## config.mk

```make
export PLATFORM = sky130hd
export DESIGN_NAME = tga_header_stream_scanner_core
export DESIGN_NICKNAME = d
export VERILOG_FILES = /design/src/hw/rtl/tga_hss_pkg.sv /design/src/hw/rtl/tga_hss_regs.sv /design/src/hw/rtl/tga_hss_scan.sv /design/src/hw/rtl/tga_hss_outq.sv /design/src/hw/rtl/tga_header_stream_scanner_core.sv
export SDC_FILE = /design/constraint.sdc
export NUM_CORES = 1
export LEC_CHECK = 0
export BUFFER_PORTS_ARGS = -buffer_cell sky130_fd_sc_hd__buf_2
export CORE_ASPECT_RATIO = 0.5
export CORE_UTILIZATION = 49
export DETAILED_ROUTE_END_ITERATION = 16
export HOLD_SLACK_MARGIN = 0.15
export PLACE_DENSITY = 0.71
export SLEW_MARGIN = 20
export SYNTH_ARGS = -nofsm -noshare
export SYNTH_HDL_FRONTEND = slang
export SYNTH_SLANG_ARGS = --single-unit
```

## constraint.sdc

```tcl
create_clock -name clk -period 10.9 [get_ports clk]
set_clock_uncertainty 0.15 [all_clocks]
set_input_delay 2.725 -clock clk [delete_from_list [all_inputs] [get_ports clk]]
set_output_delay 2.725 -clock clk [all_outputs]
set_load 0.01 [all_outputs]
```

## src/hw/rtl/tga_hss_pkg.sv

```systemverilog
// Shared types, constants and register map of the TGA header stream scanner.
`timescale 1ns / 1ps

package tga_hss_pkg;

  // Position counter width default and header geometry
  localparam int OFFSET_BITS_DEF = 32;
  localparam int HDR_LEN         = 18;

  // Result queue depth; an end-of-file byte may push two results at once
  localparam int QDEPTH = 4;
  localparam int QCNT_W = $clog2(QDEPTH + 1);

  // APB register map
  localparam int ADDR_W = 5;
  localparam int DATA_W = 32;

  typedef enum logic [2:0] {
    REG_SCAN_START  = 3'd0,
    REG_MAX_MATCHES = 3'd1,
    REG_MIN_DIM     = 3'd2,
    REG_MAX_DIM     = 3'd3,
    REG_MAX_ID_LEN  = 3'd4
  } reg_idx_t;

  // Register reset values
  localparam logic [31:0] SCAN_START_RST  = 32'd3843;
  localparam logic [7:0]  MAX_MATCHES_RST = 8'd15;
  localparam logic [15:0] MIN_DIM_RST     = 16'd16;
  localparam logic [15:0] MAX_DIM_RST     = 16'd1024;
  localparam logic [7:0]  MAX_ID_LEN_RST  = 8'd32;

  // Header field codes accepted by the scan
  localparam logic [7:0] CMAP_NONE     = 8'd0;
  localparam logic [7:0] TYPE_TRUECOLOR = 8'd2;
  localparam logic [7:0] TYPE_RLE_TRUECOLOR = 8'd10;
  localparam logic [7:0] BPP_24        = 8'd24;
  localparam logic [7:0] BPP_32        = 8'd32;
  localparam logic [3:0] DESC_ORIGIN_BL = 4'h0;
  localparam logic [3:0] DESC_ALPHA_8   = 4'h8;

  // Result kind codes
  localparam logic KIND_MATCH   = 1'b0;
  localparam logic KIND_SUMMARY = 1'b1;

  typedef struct packed {
    logic [31:0] scan_start_offset;
    logic [7:0]  max_matches;
    logic [15:0] min_dimension;
    logic [15:0] max_dimension;
    logic [7:0]  max_id_length;
  } cfg_t;

  typedef struct packed {
    logic        result_kind;
    logic [31:0] header_offset;
    logic [7:0]  image_type;
    logic [15:0] image_width;
    logic [15:0] image_height;
    logic [7:0]  bits_per_pixel;
    logic [7:0]  match_total;
    logic        final_result;
  } result_t;

endpackage

```

## src/hw/rtl/tga_hss_regs.sv

```systemverilog
// APB configuration registers of the TGA header stream scanner.
`timescale 1ns / 1ps

module tga_hss_regs (
  input  logic                             clk,
  input  logic                             rst,
  input  logic                             psel,
  input  logic                             penable,
  input  logic                             pwrite,
  input  logic [tga_hss_pkg::ADDR_W-1:0]   paddr,
  input  logic [tga_hss_pkg::DATA_W-1:0]   pwdata,
  output logic [tga_hss_pkg::DATA_W-1:0]   prdata,
  output logic                             pready,
  output tga_hss_pkg::cfg_t                cfg
);

  logic                    wr_en;
  tga_hss_pkg::reg_idx_t   idx;

  assign pready = 1'b1;
  assign wr_en  = psel & penable & pwrite;
  assign idx    = tga_hss_pkg::reg_idx_t'(paddr[tga_hss_pkg::ADDR_W-1:2]);

  // Write the addressed register; addresses beyond the map are dropped
  always_ff @(posedge clk) begin
    if (rst) begin
      cfg.scan_start_offset <= tga_hss_pkg::SCAN_START_RST;
      cfg.max_matches       <= tga_hss_pkg::MAX_MATCHES_RST;
      cfg.min_dimension     <= tga_hss_pkg::MIN_DIM_RST;
      cfg.max_dimension     <= tga_hss_pkg::MAX_DIM_RST;
      cfg.max_id_length     <= tga_hss_pkg::MAX_ID_LEN_RST;
    end else if (wr_en) begin
      case (idx)
        tga_hss_pkg::REG_SCAN_START:  cfg.scan_start_offset <= pwdata;
        tga_hss_pkg::REG_MAX_MATCHES: cfg.max_matches       <= pwdata[7:0];
        tga_hss_pkg::REG_MIN_DIM:     cfg.min_dimension     <= pwdata[15:0];
        tga_hss_pkg::REG_MAX_DIM:     cfg.max_dimension     <= pwdata[15:0];
        tga_hss_pkg::REG_MAX_ID_LEN:  cfg.max_id_length     <= pwdata[7:0];
        default: ;
      endcase
    end
  end

  // Read back the addressed register
  always_comb begin
    case (idx)
      tga_hss_pkg::REG_SCAN_START:  prdata = cfg.scan_start_offset;
      tga_hss_pkg::REG_MAX_MATCHES: prdata = {24'd0, cfg.max_matches};
      tga_hss_pkg::REG_MIN_DIM:     prdata = {16'd0, cfg.min_dimension};
      tga_hss_pkg::REG_MAX_DIM:     prdata = {16'd0, cfg.max_dimension};
      tga_hss_pkg::REG_MAX_ID_LEN:  prdata = {24'd0, cfg.max_id_length};
      default:                      prdata = '0;
    endcase
  end

endmodule

```

## src/hw/rtl/tga_hss_scan.sv

```systemverilog
// Byte history, position and match count, and the header candidate test.
`timescale 1ns / 1ps

module tga_hss_scan #(
  parameter int OFFSET_BITS = tga_hss_pkg::OFFSET_BITS_DEF
) (
  input  logic                 clk,
  input  logic                 rst,
  input  logic                 in_fire,
  input  logic [7:0]           data_byte,
  input  logic                 start_of_file,
  input  logic                 end_of_file,
  input  tga_hss_pkg::cfg_t    cfg,
  output logic [1:0]           res_count,
  output tga_hss_pkg::result_t res0,
  output tga_hss_pkg::result_t res1
);

  localparam int CmpW = (OFFSET_BITS > 32) ? OFFSET_BITS : 32;

  logic [OFFSET_BITS-1:0] position;
  logic [7:0]             match_counter;
  logic [7:0]             hist [tga_hss_pkg::HDR_LEN];

  logic [OFFSET_BITS-1:0] pos_cur;
  logic [OFFSET_BITS-1:0] position_next;
  logic [7:0]             mc_cur;
  logic [7:0]             match_counter_next;
  logic [CmpW-1:0]        pos_ext;
  logic [CmpW-1:0]        cand_off;
  logic                   in_window;
  logic [7:0]             id_len;
  logic [7:0]             cmap;
  logic [7:0]             itype;
  logic [15:0]            width;
  logic [15:0]            height;
  logic [7:0]             bpp;
  logic [3:0]             nib;
  logic                   hdr_ok;
  logic                   hit;
  tga_hss_pkg::result_t   match_res;
  tga_hss_pkg::result_t   sum_res;

  // Start of file restarts position and count for this byte
  always_comb begin
    pos_cur  = start_of_file ? '0 : position;
    mc_cur   = start_of_file ? '0 : match_counter;
    pos_ext  = CmpW'(pos_cur);
    cand_off = pos_ext - CmpW'(tga_hss_pkg::HDR_LEN);
    in_window = (pos_ext >= CmpW'(tga_hss_pkg::HDR_LEN)) &&
                (cand_off >= CmpW'(cfg.scan_start_offset)) &&
                (mc_cur < cfg.max_matches);
    position_next = (pos_cur != '1) ? pos_cur + 1'b1 : pos_cur;
  end

  // Test the 18 stored bytes as a header
  always_comb begin
    id_len = hist[0];
    cmap   = hist[1];
    itype  = hist[2];
    width  = {hist[13], hist[12]};
    height = {hist[15], hist[14]};
    bpp    = hist[16];
    nib    = hist[17][3:0];
    hdr_ok = (cmap == tga_hss_pkg::CMAP_NONE) &&
             ((itype == tga_hss_pkg::TYPE_TRUECOLOR) ||
              (itype == tga_hss_pkg::TYPE_RLE_TRUECOLOR)) &&
             (id_len <= cfg.max_id_length) &&
             (width >= cfg.min_dimension) && (width <= cfg.max_dimension) &&
             (height >= cfg.min_dimension) && (height <= cfg.max_dimension) &&
             ((bpp == tga_hss_pkg::BPP_24) || (bpp == tga_hss_pkg::BPP_32)) &&
             ((nib == tga_hss_pkg::DESC_ORIGIN_BL) || (nib == tga_hss_pkg::DESC_ALPHA_8));
    hit = in_window && hdr_ok;
    match_counter_next = hit ? mc_cur + 8'd1 : mc_cur;
  end

  // Build the match report and the end-of-file summary
  always_comb begin
    match_res.result_kind    = tga_hss_pkg::KIND_MATCH;
    match_res.header_offset  = cand_off[31:0];
    match_res.image_type     = itype;
    match_res.image_width    = width;
    match_res.image_height   = height;
    match_res.bits_per_pixel = bpp;
    match_res.match_total    = match_counter_next;
    match_res.final_result   = ~end_of_file;

    sum_res.result_kind    = tga_hss_pkg::KIND_SUMMARY;
    sum_res.header_offset  = '0;
    sum_res.image_type     = '0;
    sum_res.image_width    = '0;
    sum_res.image_height   = '0;
    sum_res.bits_per_pixel = '0;
    sum_res.match_total    = match_counter_next;
    sum_res.final_result   = 1'b1;

    res0      = hit ? match_res : sum_res;
    res1      = sum_res;
    res_count = {1'b0, hit} + {1'b0, end_of_file};
  end

  // Advance position and count on each accepted item
  always_ff @(posedge clk) begin
    if (rst) begin
      position      <= '0;
      match_counter <= '0;
    end else if (in_fire) begin
      position      <= position_next;
      match_counter <= match_counter_next;
    end
  end

  // Shift the byte history; entry 0 is the oldest byte
  always_ff @(posedge clk) begin
    if (in_fire) begin
      for (int i = 0; i < tga_hss_pkg::HDR_LEN - 1; i++) begin
        hist[i] <= hist[i+1];
      end
      hist[tga_hss_pkg::HDR_LEN-1] <= data_byte;
    end
  end

endmodule

```

## src/hw/rtl/tga_hss_outq.sv

```systemverilog
// Small shifting result queue that takes up to two results per cycle.
`timescale 1ns / 1ps

module tga_hss_outq (
  input  logic                 clk,
  input  logic                 rst,
  input  logic [1:0]           push_count,
  input  tga_hss_pkg::result_t push0,
  input  tga_hss_pkg::result_t push1,
  input  logic                 pop,
  output logic                 has_room,
  output logic                 head_valid,
  output tga_hss_pkg::result_t head
);

  localparam int QD = tga_hss_pkg::QDEPTH;
  localparam int CW = tga_hss_pkg::QCNT_W;

  tga_hss_pkg::result_t q [QD];
  tga_hss_pkg::result_t q_next [QD];
  logic [CW-1:0]        count;
  logic [CW-1:0]        count_next;
  logic [CW-1:0]        base;
  logic                 do_pop;

  assign head_valid = (count != '0);
  assign head       = q[0];
  assign has_room   = (count <= CW'(QD - 2));
  assign do_pop     = pop & head_valid;

  // Shift out the head on pop, then place new results behind the survivors
  always_comb begin
    base = do_pop ? count - 1'b1 : count;
    for (int i = 0; i < QD; i++) begin
      if (do_pop && (i < QD - 1)) begin
        q_next[i] = q[i+1];
      end else begin
        q_next[i] = q[i];
      end
      if ((push_count != 2'd0) && (CW'(i) == base)) begin
        q_next[i] = push0;
      end
      if ((push_count == 2'd2) && (CW'(i) == base + 1'b1)) begin
        q_next[i] = push1;
      end
    end
    count_next = base + CW'(push_count);
  end

  always_ff @(posedge clk) begin
    if (rst) begin
      count <= '0;
    end else begin
      count <= count_next;
    end
  end

  always_ff @(posedge clk) begin
    for (int i = 0; i < QD; i++) begin
      q[i] <= q_next[i];
    end
  end

endmodule

```

## src/hw/rtl/tga_header_stream_scanner_core.sv

```systemverilog
// Top level of the TGA header stream scanner: stream ports, APB port and wiring.
`timescale 1ns / 1ps

// Scans a file one byte per item and reports each true-color TGA header it finds.
// A byte is taken every cycle while the queue has room: the header test on the 18
// stored bytes is combinational and its results go into a four-entry result queue.
// The input stalls only when that queue holds more than two results, which happens
// when the output side stalls; an end-of-file byte pushes up to two results (a match,
// if any, then the summary) in the same cycle. A result is registered in the queue.

module tga_header_stream_scanner_core #(
  parameter int OFFSET_BITS = tga_hss_pkg::OFFSET_BITS_DEF
) (
  input  logic                           clk,
  input  logic                           rst,
  // input stream
  input  logic                           s_tvalid,
  output logic                           s_tready,
  input  logic [7:0]                     s_tdata,  // [7:0] data_byte
  input  logic                           s_tuser,  // [0] start_of_file
  input  logic                           s_tlast,  // end_of_file
  // result stream
  output logic                           m_tvalid,
  input  logic                           m_tready,
  // [31:0] header_offset, [39:32] image_type, [55:40] image_width,
  // [71:56] image_height, [79:72] bits_per_pixel, [87:80] match_total
  output logic [87:0]                    m_tdata,
  output logic                           m_tuser,  // [0] result_kind
  output logic                           m_tlast,  // final_result
  // configuration
  input  logic                           psel,
  input  logic                           penable,
  input  logic                           pwrite,
  input  logic [tga_hss_pkg::ADDR_W-1:0] paddr,
  input  logic [tga_hss_pkg::DATA_W-1:0] pwdata,
  output logic [tga_hss_pkg::DATA_W-1:0] prdata,
  output logic                           pready
);

  tga_hss_pkg::cfg_t    cfg;
  logic                 in_fire;
  logic                 has_room;
  logic [1:0]           res_count;
  logic [1:0]           push_count;
  tga_hss_pkg::result_t res0;
  tga_hss_pkg::result_t res1;
  tga_hss_pkg::result_t head;

  assign s_tready   = has_room;
  assign in_fire    = s_tvalid & s_tready;
  assign push_count = in_fire ? res_count : 2'd0;

  tga_hss_regs u_regs (
    .clk     (clk),
    .rst     (rst),
    .psel    (psel),
    .penable (penable),
    .pwrite  (pwrite),
    .paddr   (paddr),
    .pwdata  (pwdata),
    .prdata  (prdata),
    .pready  (pready),
    .cfg     (cfg)
  );

  tga_hss_scan #(
    .OFFSET_BITS (OFFSET_BITS)
  ) u_scan (
    .clk           (clk),
    .rst           (rst),
    .in_fire       (in_fire),
    .data_byte     (s_tdata),
    .start_of_file (s_tuser),
    .end_of_file   (s_tlast),
    .cfg           (cfg),
    .res_count     (res_count),
    .res0          (res0),
    .res1          (res1)
  );

  tga_hss_outq u_outq (
    .clk        (clk),
    .rst        (rst),
    .push_count (push_count),
    .push0      (res0),
    .push1      (res1),
    .pop        (m_tready),
    .has_room   (has_room),
    .head_valid (m_tvalid),
    .head       (head)
  );

  // Pack the head result onto the output stream
  assign m_tdata = {head.match_total, head.bits_per_pixel, head.image_height,
                    head.image_width, head.image_type, head.header_offset};
  assign m_tuser = head.result_kind;
  assign m_tlast = head.final_result;

endmodule

```

==> flow_summary.json <==
{
  "outcome": "completed",
  "max_freq_mhz": 109.9,
  "whs_ns": 0.2647,
  "dr.pass1.iters": 5,
  "drtIter0Drc": 1829,
  "grt_pass1_vias": 19223,
  "io-pin-count": 179,
  "clockBufferDepth": 3,
  "num_antenna_cells": 0,
  "hold_viol_final": 0,
  "ant_nets": 0,
  "syn_avg_cell_area_sq_um": 10.18,
  "timing.critical_path.buf_inv": 4,
  "seq_area_frac_synth_pct": 52.36,
  "crit_path_cell_trace": "buf_2 > inv_1 > nand2_1 > ha_1 > nand2b_1 > a21oi_1 > a41oi_1 > o21bai_1 > nor4_1 > xnor2_1 > and2_1 > inv_1 > ha_1 > and4_1 > and3_1 > a41oi_2 > nor4b_1 > ha_1 > and4b_1 > nand2b_1 > nand2b_4 > buf_4 > o2bb2ai_1",
  "criticalPathCategory": "in2reg",
  "post_dp_cell_area_sq_mm": 0.02885,
  "io_buffers": 175,
  "stdcell_area_sq_mm": 0.03074,
  "grt_max_degree": 137,
  "finalSetupViolCount": 0,
  "wirelength_mm": 70.22,
  "overflow": 0,
  "antenna_found_initial": 0,
  "core_sq_mm": 0.05443,
  "cts_root_buffer": "clkbuf_16",
  "vias": 20700,
  "synth_edf_count": 176,
  "clk_pin_slew_worst_paths_ns": 0.07,
  "cpPeakStageDelay_ns": 0.68,
  "max-vdd-ir-drop_uv": 219.9,
  "period_minus_slack_ns": 9.100,
  "multi_input_area_sq_mm": 0.01190,
  "start_kind": "primary input",
  "cp.required_ns": 11.21,
  "fillers": 4673,
  "gp_congestion": 0.9063,
  "async_flop_share_pct": 0,
  "htreeDepth": 2,
  "fin_nets": 2966,
  "seqCellArea_sq_mm": 0.01431,
  "tns_ns": 0,
  "clkSinkCount": 627,
  "grt_pass1_wl_mm": 108.5,
  "hold_path.class": "reg2reg",
  "critPathArrivalTime_ns": 9.41,
  "numCtsBuffers": 53,
  "yosys_warnings": 0,
  "cts_resized": 0,
  "vias_per_cell": 5.787,
  "cts_hold_buf": 0,
  "start_util_pct": 50.23,
  "drv_slew": 0,
  "fp-row-count": 60,
  "dp_hpwl_mm": 46.17,
  "slowest_stage": "nor4b_1",
  "synthesis.area_sq_mm": 0.02734,
  "post-cts-setup-buffers": 0,
  "die_x_um": 336.0,
  "slew_headroom_pct": 32.00,
  "worst_pin_slew_ns": 1.020,
  "synth_fp_nets": 2863,
  "routedWlPerCell_um": 19.63,
  "power.density_mw_per_mm2": 201.9,
  "die_y_um": 169.0,
  "grt_use_total_pct": 24.21,
  "min_period_over_period_pct": 83.49,
  "clock_latency_ns": 0.60,
  "tritoncts": "yes",
  "drcViolationCount": 0,
  "worstSetupEndpointType": "flip-flop",
  "grt_setup_unrepaired": "no",
  "drive_above_1_share_pct": 11.68,
  "syn2layout_area_growth_pct": 12.44,
  "drv_cap": 0,
  "dieArea_sq_mm": 0.05680,
  "p_leak_nw": 12.60,
  "synth_top_flop_cell": "dfxtp_1",
  "ys_ff_latch": 627,
  "path_delay_family": "simple AND/OR/NAND/NOR gates",
  "synthDistinctLibCells": 79,
  "critPathMostFrequentCell": "ha_1",
  "netlist_instances": 2686,
  "worstPathMaxFanout": 34
}
-- layer usage --
layer	up-vias	routed length (um)	global-route usage [%]	share of wire [%]
met5	-	0	0	0
met1	10053	31710	33.70	45
met3	127	4504	4.124	6.4
met2	649	31710	37.98	45
met4	0	2300	8.636	3.3
li1	9871	-	-	-
-- placed cells by master, fill, tap and decap left out, types with 7 or more instances in the layout --
cell type and count:
nand2b_1 11, bufinv_16 7, nor2_1 139, o2bb2ai_1 103, mux2i_1 219, a21o_1 19
nor3_1 27, xnor2_1 34, o22ai_1 110, ha_1 122, nand2_1 367, nand4_1 28
a22oi_1 24, o21ai_0 76, xor2_1 17, and3_1 16, nand3_1 44, nor4_1 26
nor2b_1 21, o211ai_1 17, inv_1 130, buf_2 175, and2_1 35, a21oi_1 159
a22o_1 34, clkbuf_8 8, edfxtp_1 176, dfxtp_1 451, o21a_1 9, clkbuf_1 8
clkinv_2 8, buf_4 31, clkbuf_16 56
-- flip-flops by register name (all words and copies together), names as in the netlist --
register / cells
u_outq.count: 3
u_outq.q: 360
u_regs.cfg: 80
u_scan.hist: 144
u_scan.match_counter: 8
u_scan.position: 32
-- path summary, 6_finish.rpt --
path                                   startpoint                            to  slack [ns]  cells past startpoint
setup reg to reg  u_scan.position[2]$_SDFFE_PP0P_  u_outq.q[2][37]$_SDFFE_PP0P_        3.69                     18
setup / recovery                          s_tuser  u_outq.q[2][37]$_SDFFE_PP0P_        1.80                     23
hold reg to reg       u_scan.hist[3][3]$_DFFE_PP_   u_scan.hist[2][3]$_DFFE_PP_        0.26                      0
hold / removal        u_scan.hist[3][3]$_DFFE_PP_   u_scan.hist[2][3]$_DFFE_PP_        0.26                      0
-- layout make-up --
type                    count  share of cell area, %
inverters                 131                  1.616
repair buffers            212                  3.997
clock buffers              73                  5.039
well taps                 744                  3.028
flip-flops and latches    627                  46.56
multi-input cells        1764                  38.70
clock inverters            26                  1.054
-- metrics by stage --
| step | util [%] | setup slack, ns | power, mW | cells |
|---|---|---|---|---|
| 2_1_floorplan | - | 1.704 | 3.804 | 2686 |
| 3_3_place_gp | 53.00 | 1.390 | 4.154 | 3478 |
| 3_5_place_dp | 53.00 | 1.314 | 4.188 | 3478 |
| 4_1_cts | 56.45 | 1.867 | 6.216 | 3577 |
| 5_1_grt | 56.48 | 1.335 | 6.453 | 3577 |
| 6_report | 56.48 | 1.800 | 6.206 | 3577 |
-- report_power, final --
part / switching, mW / internal, mW / total [mW]
Combinational: 0.782 / 0.410 / 1.19
Clock: 0.883 / 1.16 / 2.05
Sequential: 0.210 / 2.76 / 2.97
-- worst register-to-register path, cell delays in order (launching register included) --
cell	delay, ns
dfxtp_1	0.39
o31ai_1	0.54
a31oi_2	0.27
or3_4	0.47
nor2_1	0.23
nand2_1	0.08
a221oi_1	0.88
inv_1	0.11
ha_1	0.33
and4_1	0.23
and3_1	0.21
a41oi_2	0.34
nor4b_1	0.69
ha_1	0.49
and4b_1	0.41
nand2b_1	0.24
nand2b_4	0.35
buf_4	0.48
o2bb2ai_1	0.16
-- kinds of logic after synthesis --
logic type / after synthesis / share of synthesized area (%)
DFF: 627 / 52.36
AOI/OAI and AO/OA: 610 / 14.94
adders and majority gates: 123 / 5.657
and+or+nand+nor: 758 / 12.90
xor gates and xnor gates: 51 / 1.634
buffers and inverters: 295 / 4.398
other: 1 / 0.01372
muxes: 221 / 8.101
-- Yosys cell counts, drive strengths merged, types with 3 or more instances --
| cell | instances | area [sq um] |
|---|---|---|
| nand3b | 4 | 42.54 |
| edfxtp | 176 | 5285 |
| a31o | 4 | 35.03 |
| o21ai | 81 | 405.4 |
| o21a | 9 | 67.56 |
| or4 | 3 | 22.52 |
| ha | 122 | 1526 |
| xor2 | 17 | 148.9 |
| o311ai | 3 | 26.28 |
| xnor2 | 34 | 297.8 |
| mux2i | 219 | 2192 |
| clkbuf | 116 | 435.4 |
| buf | 48 | 275.3 |
| nand3 | 45 | 237.7 |
| nor4 | 30 | 239.0 |
| o22ai | 110 | 688.2 |
| and3 | 16 | 100.1 |
| a21oi | 161 | 813.3 |
| or3 | 6 | 42.54 |
| nor3 | 29 | 150.1 |
| a22o | 34 | 297.8 |
| o41ai | 3 | 33.79 |
| a21o | 19 | 142.6 |
| o211ai | 17 | 127.6 |
| a22oi | 24 | 180.2 |
| a21boi | 6 | 45.04 |
| nand2 | 371 | 1393 |
| a41oi | 3 | 33.79 |
| a211oi | 4 | 30.03 |
| nor4b | 3 | 26.28 |
| o31ai | 3 | 22.52 |
| nand2b | 12 | 75.07 |
| nor2 | 140 | 525.5 |
| nor2b | 21 | 131.4 |
| nand4 | 28 | 175.2 |
| dfxtp | 451 | 9029 |
| a31oi | 6 | 43.79 |
| inv | 131 | 491.7 |
| o2bb2ai | 103 | 902.1 |
| and4 | 6 | 52.55 |
| and2 | 38 | 240.2 |
Note: power is estimated with default switching activity, not from simulation.
